### src/rtl/shifted_rectangle_blit_assert.svh
// Assertion macros shared by the rectangle blitter RTL.
// Users must have clk and rst (synchronous, active high) in scope.
`ifndef SHIFTED_RECTANGLE_BLIT_ASSERT_SVH
`define SHIFTED_RECTANGLE_BLIT_ASSERT_SVH

// Same-cycle implication, disabled while in reset.
`define SRB_ASSERT_NOW(label, ante, cons, msg) \
  label: assert property (@(posedge clk) disable iff (rst) (ante) |-> (cons)) \
    else $error(msg);

// Next-cycle implication, disabled while in reset.
`define SRB_ASSERT_NEXT(label, ante, cons, msg) \
  label: assert property (@(posedge clk) disable iff (rst) (ante) |=> (cons)) \
    else $error(msg);

`endif

### src/rtl/srb_pkg.sv
// Package for the shifted rectangle blitter: mode codes, register indexes
// and fixed widths. No dependencies.
package srb_pkg;

  localparam int BYTE_BITS      = 8;
  localparam int SHIFT_BITS     = 3;
  localparam int PITCH_BITS     = 16;
  localparam int CFG_INDEX_BITS = 3;

  localparam logic [BYTE_BITS-1:0] FILL_BYTE = '1;

  typedef enum logic [1:0] {
    MODE_SHL_DESC   = 2'd0,
    MODE_SHR_ASC    = 2'd1,
    MODE_ALIGN_ASC  = 2'd2,
    MODE_ALIGN_DESC = 2'd3
  } mode_t;

  typedef enum logic [CFG_INDEX_BITS-1:0] {
    REG_MODE         = 3'd0,
    REG_SHIFT_AMOUNT = 3'd1,
    REG_DEST_START   = 3'd2,
    REG_BYTE_WIDTH   = 3'd3,
    REG_ROW_COUNT    = 3'd4,
    REG_ROW_PITCH    = 3'd5
  } reg_index_t;

  localparam mode_t                  MODE_RESET  = MODE_SHR_ASC;
  localparam logic [SHIFT_BITS-1:0]  SHIFT_RESET = 3'd1;
  localparam logic [PITCH_BITS-1:0]  PITCH_RESET = 16'd80;

endpackage

### src/rtl/shifted_rectangle_blit.sv
// Shifted rectangle blitter: one source byte per request in, one write per non-priming byte.
// Depends on srb_pkg and shifted_rectangle_blit_assert.svh.
// A write reaches m_tvalid from the result register, via the skid entry if the output stalls.
// Throughput: one request per cycle while skid is empty; set by the carry/counter update loop.
// A two-entry output (result register plus skid) keeps s_tready up while one write waits.
// Reset (rst, synchronous): registers to defaults, walk restarted, output queue emptied.
`include "shifted_rectangle_blit_assert.svh"

module shifted_rectangle_blit #(
  parameter int ADDRESS_BITS = 16,
  parameter int COUNT_BITS   = 12,
  localparam int CFG_DATA_BITS = (ADDRESS_BITS > 16) ? ADDRESS_BITS : 16,
  localparam int TDATA_BITS    = ((ADDRESS_BITS + 8 + 7) / 8) * 8
) (
  input  logic                              clk,
  input  logic                              rst,
  // configuration write port
  input  logic                              cfg_write,
  input  logic [srb_pkg::CFG_INDEX_BITS-1:0] cfg_index,
  input  logic [CFG_DATA_BITS-1:0]          cfg_data,
  // source byte requests
  input  logic                              s_tvalid,
  output logic                              s_tready,
  input  logic [srb_pkg::BYTE_BITS-1:0]     s_tdata,   // [7:0] source_byte
  // destination writes
  output logic                              m_tvalid,
  input  logic                              m_tready,
  output logic [TDATA_BITS-1:0]             m_tdata,   // write_address, then write_data, zero pad
  output logic                              m_tlast,   // row_last
  output logic                              m_tuser    // block_last
);

  import srb_pkg::*;

  // ---------------------------------------------------------------------------
  // Configuration registers
  // ---------------------------------------------------------------------------
  mode_t                   mode;
  logic [SHIFT_BITS-1:0]   shift_amount;
  logic [ADDRESS_BITS-1:0] dest_start;
  logic [COUNT_BITS-1:0]   byte_width;
  logic [COUNT_BITS-1:0]   row_count;
  logic signed [PITCH_BITS-1:0] row_pitch;

  // ---------------------------------------------------------------------------
  // Walk state
  // ---------------------------------------------------------------------------
  logic [BYTE_BITS-1:0]    carry_bits;
  logic [COUNT_BITS-1:0]   column_count;
  logic [COUNT_BITS-1:0]   rows_left;
  logic [ADDRESS_BITS-1:0] row_start_address;
  logic [ADDRESS_BITS-1:0] current_address;
  logic                    priming_pending;

  // Output queue: result register (out_*) plus one skid entry (skid_*).
  logic                    out_valid;
  logic [ADDRESS_BITS-1:0] out_addr;
  logic [BYTE_BITS-1:0]    out_data;
  logic                    out_row_last;
  logic                    out_block_last;
  logic                    skid_valid;
  logic [ADDRESS_BITS-1:0] skid_addr;
  logic [BYTE_BITS-1:0]    skid_data;
  logic                    skid_row_last;
  logic                    skid_block_last;

  // ---------------------------------------------------------------------------
  // Per-request datapath
  // ---------------------------------------------------------------------------
  logic                    accept;
  logic                    shift_mode;
  logic                    descending;
  logic                    priming;
  logic [3:0]              back_shift;
  logic [BYTE_BITS-1:0]    byte_shr;
  logic [BYTE_BITS-1:0]    byte_shl;
  logic [BYTE_BITS-1:0]    new_carry;
  logic [BYTE_BITS-1:0]    write_data;
  logic [COUNT_BITS-1:0]   column_next;
  logic                    row_end;
  logic                    block_end;
  logic [ADDRESS_BITS-1:0] addr_step;
  logic [ADDRESS_BITS-1:0] pitch_ext;
  logic [ADDRESS_BITS-1:0] row_start_next;
  logic                    res_valid;
  logic                    drain;

  assign s_tready   = !skid_valid;
  assign accept     = s_tvalid && s_tready;

  assign shift_mode = (mode == MODE_SHL_DESC) || (mode == MODE_SHR_ASC);
  assign descending = (mode == MODE_SHL_DESC) || (mode == MODE_ALIGN_DESC);
  assign priming    = shift_mode && priming_pending;

  // Back shift runs 1..8; a shift by 8 on a byte yields zero.
  assign back_shift = 4'd8 - {1'b0, shift_amount};
  assign byte_shr   = s_tdata >> shift_amount;
  assign byte_shl   = s_tdata << back_shift;

  // Right shift ascending writes the right-shifted byte and carries the
  // spilled low bits up; left shift descending is the mirror image.
  always_comb begin
    case (mode)
      MODE_SHR_ASC: begin
        write_data = byte_shr | carry_bits;
        new_carry  = byte_shl;
      end
      MODE_SHL_DESC: begin
        write_data = byte_shl | carry_bits;
        new_carry  = byte_shr;
      end
      default: begin
        write_data = FILL_BYTE;
        new_carry  = carry_bits;
      end
    endcase
  end

  assign column_next    = column_count + COUNT_BITS'(1);
  assign row_end        = (column_next == byte_width);
  assign block_end      = row_end && (rows_left == COUNT_BITS'(1));
  assign addr_step      = descending ? current_address - ADDRESS_BITS'(1)
                                     : current_address + ADDRESS_BITS'(1);
  // Sign-extend (or truncate) the pitch to the address width.
  assign pitch_ext      = ADDRESS_BITS'(row_pitch);
  assign row_start_next = row_start_address + pitch_ext;

  assign res_valid = accept && !priming;
  assign drain     = !out_valid || m_tready;

  // ---------------------------------------------------------------------------
  // Configuration and walk state
  // ---------------------------------------------------------------------------
  always_ff @(posedge clk) begin
    if (rst) begin
      mode              <= MODE_RESET;
      shift_amount      <= SHIFT_RESET;
      dest_start        <= '0;
      byte_width        <= COUNT_BITS'(1);
      row_count         <= COUNT_BITS'(1);
      row_pitch         <= PITCH_RESET;
      carry_bits        <= '0;
      column_count      <= '0;
      rows_left         <= COUNT_BITS'(1);
      row_start_address <= '0;
      current_address   <= '0;
      priming_pending   <= 1'b1;
    end else if (cfg_write) begin
      // Store the register and restart the walk; unknown indexes are dropped.
      case (cfg_index)
        REG_MODE: begin
          mode              <= mode_t'(cfg_data[1:0]);
          priming_pending   <= !cfg_data[1];
          rows_left         <= row_count;
          row_start_address <= dest_start;
          current_address   <= dest_start;
          carry_bits        <= '0;
          column_count      <= '0;
        end
        REG_SHIFT_AMOUNT, REG_BYTE_WIDTH, REG_ROW_PITCH: begin
          if (cfg_index == REG_SHIFT_AMOUNT) shift_amount <= cfg_data[SHIFT_BITS-1:0];
          if (cfg_index == REG_BYTE_WIDTH)   byte_width   <= cfg_data[COUNT_BITS-1:0];
          if (cfg_index == REG_ROW_PITCH)    row_pitch    <= cfg_data[PITCH_BITS-1:0];
          priming_pending   <= shift_mode;
          rows_left         <= row_count;
          row_start_address <= dest_start;
          current_address   <= dest_start;
          carry_bits        <= '0;
          column_count      <= '0;
        end
        REG_DEST_START: begin
          dest_start        <= cfg_data[ADDRESS_BITS-1:0];
          priming_pending   <= shift_mode;
          rows_left         <= row_count;
          row_start_address <= cfg_data[ADDRESS_BITS-1:0];
          current_address   <= cfg_data[ADDRESS_BITS-1:0];
          carry_bits        <= '0;
          column_count      <= '0;
        end
        REG_ROW_COUNT: begin
          row_count         <= cfg_data[COUNT_BITS-1:0];
          priming_pending   <= shift_mode;
          rows_left         <= cfg_data[COUNT_BITS-1:0];
          row_start_address <= dest_start;
          current_address   <= dest_start;
          carry_bits        <= '0;
          column_count      <= '0;
        end
        default: ;
      endcase
    end else if (accept) begin
      carry_bits <= new_carry;
      if (priming) begin
        // Priming byte only seeds the carry.
        priming_pending <= 1'b0;
      end else if (block_end) begin
        // Rectangle done: restart at the top, as after reset.
        carry_bits        <= '0;
        column_count      <= '0;
        rows_left         <= row_count;
        row_start_address <= dest_start;
        current_address   <= dest_start;
        priming_pending   <= shift_mode;
      end else if (row_end) begin
        // Advance to the next row start by the signed pitch.
        column_count      <= '0;
        rows_left         <= rows_left - COUNT_BITS'(1);
        row_start_address <= row_start_next;
        current_address   <= row_start_next;
        priming_pending   <= shift_mode;
      end else begin
        column_count    <= column_next;
        current_address <= addr_step;
      end
    end
  end

  // ---------------------------------------------------------------------------
  // Output queue: the skid entry catches a write while the result register stalls
  // ---------------------------------------------------------------------------
  always_ff @(posedge clk) begin
    if (rst) begin
      out_valid  <= 1'b0;
      skid_valid <= 1'b0;
    end else if (drain) begin
      if (skid_valid) begin
        out_valid  <= 1'b1;
        skid_valid <= 1'b0;
      end else begin
        out_valid <= res_valid;
      end
    end else if (res_valid) begin
      skid_valid <= 1'b1;
    end
  end

  always_ff @(posedge clk) begin
    if (drain) begin
      if (skid_valid) begin
        out_addr       <= skid_addr;
        out_data       <= skid_data;
        out_row_last   <= skid_row_last;
        out_block_last <= skid_block_last;
      end else if (res_valid) begin
        out_addr       <= current_address;
        out_data       <= write_data;
        out_row_last   <= row_end;
        out_block_last <= block_end;
      end
    end else if (res_valid) begin
      skid_addr       <= current_address;
      skid_data       <= write_data;
      skid_row_last   <= row_end;
      skid_block_last <= block_end;
    end
  end

  assign m_tvalid = out_valid;
  assign m_tdata  = TDATA_BITS'({out_data, out_addr});
  assign m_tlast  = out_row_last;
  assign m_tuser  = out_block_last;

  // ---------------------------------------------------------------------------
  // Assertions
  // ---------------------------------------------------------------------------
  `SRB_ASSERT_NOW(a_skid_behind_out, skid_valid, out_valid,
                  "skid entry held while result register empty")
  `SRB_ASSERT_NOW(a_block_ends_row, out_valid && out_block_last, out_row_last,
                  "block end write not marked as row end")
  `SRB_ASSERT_NEXT(a_restart_after_block, res_valid && block_end && !cfg_write,
                   (current_address == dest_start) && (rows_left == row_count)
                   && (column_count == '0),
                   "walk not restarted after last write of rectangle")
  `SRB_ASSERT_NEXT(a_aligned_keeps_carry, accept && !shift_mode && !cfg_write,
                   $stable(carry_bits),
                   "carry changed in an aligned mode")

endmodule

### config.mk
export PLATFORM = sky130hd
export DESIGN_NAME = shifted_rectangle_blit
export DESIGN_NICKNAME = d
export VERILOG_FILES = /design/src/rtl/srb_pkg.sv /design/src/rtl/shifted_rectangle_blit.sv
export VERILOG_INCLUDE_DIRS = /design/src /design/src/rtl
export SDC_FILE = /design/constraint.sdc
export NUM_CORES = 1
export LEC_CHECK = 0
export BUFFER_PORTS_ARGS = -buffer_cell sky130_fd_sc_hd__buf_2
export CORE_MARGIN = 2
export CORE_UTILIZATION = 45
export CTS_CLUSTER_DIAMETER = 30
export DETAILED_ROUTE_END_ITERATION = 16
export PLACE_DENSITY_LB_ADDON = 0.12
export REMOVE_ABC_BUFFERS = 1
export SYNTH_ARGS = -nofsm -noshare
export SYNTH_HDL_FRONTEND = slang
export SYNTH_SLANG_ARGS = --single-unit
### constraint.sdc
create_clock -name clk -period 5.26 [get_ports clk]
set_input_delay 0.526 -clock clk [delete_from_list [all_inputs] [get_ports clk]]
set_output_delay 0.526 -clock clk [all_outputs]
set_load 0.05 [all_outputs]
==> tab_implementation.tex <==
\begin{tabular}{lr}
\hline
Metric & Value \\
\hline
\multicolumn{2}{l}{\textbf{Synthesis}} \\
\quad Average footprint of a synthesized cell & 8.53 sq um \\
\quad Sequential element share of the synthesized area & 39.8\% \\
\quad Async set or reset register ratio after synthesis & 0\% \\
\quad Yosys warning count & 0 \\
\quad Synthesized instance count & 1215 \\
\quad Primary FF master, synth & sky130\_fd\_sc\_hd\_\_dfxtp\_1 \\
\quad Distinct cells, synth & 81 \\
\quad Number of storage elements in the synthesis netlist & 180 \\
\quad Mapped Area & 10400 sq um \\
\quad Number of synthesized flops with an enable pin & 52 \\
\multicolumn{2}{l}{\textbf{Layout}} \\
\quad Number of fill cells in the layout & 2156 \\
\quad Commonest cells after routing, fill and taps aside & sky130\_fd\_sc\_hd\_\_nand2\_1, sky130\_fd\_sc\_hd\_\_dfxtp\_1, sky130\_fd\_sc\_hd\_\_a21oi\_1 \\
\quad Leading cell type in the layout, fill and taps excluded & sky130\_fd\_sc\_hd\_\_nand2\_1 \\
\quad Final Net Count & 1306 \\
\quad Area growth from synthesis to layout & 10.1\% \\
\quad Count of inserted antenna diode cells & 0 \\
\quad Final core utilization & 50.4\% \\
\quad Share of post-route cells with drive strength above 1 & 12.7\% \\
\multicolumn{2}{l}{\textbf{Route}} \\
\quad Drc violations & 0 \\
\quad Detailed Routing Iterations Pass 1 & 5 \\
\quad Detailed-route wire length & 27800 microns \\
\quad Wire length per cell & 18.1 microns \\
\quad Number of nets with antenna violations after detailed routing & 0 \\
\quad Via total after detailed routing & 8855 \\
\quad Detailed-route vias per instance & 5.78 \\
\quad Drt initial violations & 701 \\
\multicolumn{2}{l}{\textbf{Place}} \\
\quad DP HPWL & 19400 microns \\
\quad Number of port buffers & 59 \\
\quad Routability cong. & 0.878 \\
\quad Post-placement setup slack & 1890 ps \\
\multicolumn{2}{l}{\textbf{CTS}} \\
\quad CTS tree & yes \\
\quad Number of levels in the clock H-tree & 4 \\
\quad Inserted Clock Buffers & 17 \\
\quad Post-CTS resize count & 0 \\
\quad Number of buffers inserted for hold repair after clock tree synthesis & 0 \\
\quad Number of sinks on the clock net & 180 \\
\quad Buffer levels on the longest clock path & 2 \\
\quad Number of buffers inserted by post-CTS setup repair & 0 \\
\quad Worst-skew pair later-pin latency & 430 ps \\
\quad Clock Pin Slew Worst Setup and Hold Paths & 70 ps \\
\quad Library cell used as clock root buffer & sky130\_fd\_sc\_hd\_\_clkbuf\_16 \\
\multicolumn{2}{l}{\textbf{Outcome}} \\
\quad Outcome & finished, final reports clean \\
\multicolumn{2}{l}{\textbf{Timing}} \\
\quad Max transition margin & 29.6\% \\
\quad Final worst slack & 1750 ps \\
\quad RSZ-0062 raised after global routing & no \\
\quad Finish-stage setup viols & 0 \\
\quad Tcrit/Tclk final & 66.7\% \\
\quad Count of pins over their slew limit & 0 \\
\quad Max frequency & 0.285 GHz \\
\quad TNS Setup & 0 ps \\
\quad Worst clock skew & 11.7 ps \\
\quad Fin. Hold Viols & 0 \\
\quad Slew at the pin closest to its max-slew limit & 1060 ps \\
\quad Crit path time final & 3510 ps \\
\quad Final Hold Slack & 351 ps \\
\multicolumn{2}{l}{\textbf{Global route}} \\
\quad Met2 Usage GRT & 35.7\% \\
\quad Global-route wire length before repair & 45400 microns \\
\quad All-layer global routing usage & 23.4\% \\
\quad Met1 Track Usage GR & 34.7\% \\
\quad Largest net degree at the start of global routing & 51 \\
\quad Met3 Use GR & 3.19\% \\
\quad Global route total overflow & 0 \\
\quad Most used routing layer in global routing & met2 \\
\quad Number of global-route vias before repair & 8403 \\
\quad Initial antenna violation count & 0 \\
\multicolumn{2}{l}{\textbf{Floorplan}} \\
\quad Die footprint & 24300 sq um \\
\quad I/O pin cnt & 60 \\
\quad Standard-cell row count & 55 \\
\quad DIE WIDTH & 156 microns \\
\quad Die Y-Extent & 156 microns \\
\quad Core Region & 22600 sq um \\
\quad Starting density of the core & 45.8\% \\
\multicolumn{2}{l}{\textbf{Setup path}} \\
\quad Arrival time of the worst setup path & 3800 ps \\
\quad WP data required & 5550 ps \\
\quad Category of the worst setup path capture point & register \\
\quad Count of cells along the worst register-to-register path & 9 \\
\quad Crit path launch type & register \\
\quad Kind of critical path & reg2reg \\
\quad R2r setup slk & 1750 ps \\
\quad End of the worst register-to-register path & rows\_left[2] \\
\quad Critical register-to-register path startpoint & column\_count[0] \\
\quad Crit path max fanout & 28 \\
\multicolumn{2}{l}{\textbf{Pwr}} \\
\quad Worst voltage drop across the vdd grid & 0.000210 V \\
\quad Static leakage & 0.00440 uW \\
\quad Power Dens Cells & 324 nW/um\^{}2 \\
\quad Total power draw & 3690 uW \\
\multicolumn{2}{l}{\textbf{Min path}} \\
\quad Hold Path End & pitch\_ext[14] \\
\quad Hold Crit Start & cfg\_data[14] \\
\quad Worst min path class & in2reg \\
\quad Cell depth of the worst hold path & 3 \\
\multicolumn{2}{l}{\textbf{Flow run}} \\
\quad Max-cap violations & 0 \\
\hline
\end{tabular}
per-stage QoR:
step | std cells | instance area [sq um]
after floorplan | 1141 | 10000
after CTS | 1533 | 11400
after global placement | 1501 | 10800
final | 1533 | 11400
after global routing | 1533 | 11400
after detailed placement | 1501 | 10800
area by class of cell:
| type | instances | area (sq um) | share of cell area (%) |
|---|---|---|---|
| Clock buffer | 18 | 429 | 3.76 |
| Clock inverter | 14 | 151 | 1.33 |
| Inverter | 33 | 124 | 1.09 |
| Multi-Input combinational cell | 928 | 5810 | 50.9 |
| Sequential cell | 180 | 4120 | 36.1 |
| Tap cell | 285 | 357 | 3.12 |
| Timing Repair Buffer | 75 | 418 | 3.66 |
synthesized netlist by cell type (9+ instances only):
cell type                    n  area share (%)
sky130_fd_sc_hd__nand2_1   224             8.1
sky130_fd_sc_hd__dfxtp_1   128              25
sky130_fd_sc_hd__a21oi_1   126             6.1
sky130_fd_sc_hd__nor2_1     94             3.4
sky130_fd_sc_hd__edfxtp_1   52              15
sky130_fd_sc_hd__clkbuf_1   49             1.8
sky130_fd_sc_hd__xnor2_1    40             3.4
sky130_fd_sc_hd__ha_1       37             4.5
sky130_fd_sc_hd__mux2i_1    32             3.1
sky130_fd_sc_hd__inv_1      31             1.1
sky130_fd_sc_hd__o21ai_0    31             1.5
sky130_fd_sc_hd__nand3_1    28             1.4
sky130_fd_sc_hd__o211ai_1   28             2.0
sky130_fd_sc_hd__mux2_2     25             2.7
sky130_fd_sc_hd__nor3_1     24             1.2
sky130_fd_sc_hd__a211oi_1   22             1.6
sky130_fd_sc_hd__xor2_1     21             1.8
sky130_fd_sc_hd__a21o_1     12            0.87
sky130_fd_sc_hd__buf_2      12            0.58
sky130_fd_sc_hd__a221oi_1   11            0.93
sky130_fd_sc_hd__nand4_1    11            0.66
sky130_fd_sc_hd__nand2b_1    9            0.54
sky130_fd_sc_hd__nor4_1      9            0.54
per-layer routing:
layer | vias up | routed length [microns]
met1 | 4184 | 14000
met5 | - | 0
met2 | 230 | 11900
li1 | 4412 | -
met4 | 0 | 440
met3 | 29 | 1480
state kept, by name, indices dropped and copies added, names as in the netlist, 2 cells and up:
register           count
column_count          12
out_addr              16
current_address       16
shift_amount           3
mode                   2
row_start_address     16
skid_data              8
byte_width            12
row_count             12
skid_addr             16
carry_bits             8
pitch_ext             16
dest_start            16
rows_left             12
out_data               8
kinds of logic after synthesis:
logic type,Yosys count,share of synthesized area [%]
xor gates and xnor gates,61,5.15
muxes,61,6.24
and+or+nand+nor,443,19.0
buffers and inverters,107,4.27
DFF,180,39.8
adders and majority gates,39,4.85
AOI/OAI and AO/OA,324,20.7
where the power goes:
group          leakage, uW  internal, uW  total [uW]  switching [uW]
clock             0.000282           708        1300             590
sequential         0.00153          1510        1570            61.4
combinational      0.00259           292         825             533
total              0.00440          2510        3690            1190
worst max path at each step:
| stage | slack (ps) | from | cells after the start | endpoint |
|---|---|---|---|---|
| floorplan | 1820 | mode[0] | 5 | skid_addr[0] |
| finish | 1750 | column_count[0] | 9 | rows_left[2] |
| global route | 1540 | column_count[0] | 9 | rows_left[9] |
| CTS | 1800 | column_count[0] | 9 | rows_left[9] |
| global placement | 1980 | mode[0] | 12 | current_address[11] |
| detailed placement | 1890 | column_count[0] | 9 | rows_left[9] |
critical path: stages (launching register included):
cell and delay (ps):
sky130_fd_sc_hd__dfxtp_1 470, sky130_fd_sc_hd__ha_1 460, sky130_fd_sc_hd__nand3_1 160, sky130_fd_sc_hd__nor2_1 240, sky130_fd_sc_hd__nor4bb_1 440, sky130_fd_sc_hd__or2_1 340, sky130_fd_sc_hd__nand3_4 430, sky130_fd_sc_hd__mux2_1 460
sky130_fd_sc_hd__a222oi_1 240, sky130_fd_sc_hd__a211oi_1 110
Note: power is estimated with default switching activity, not from simulation.
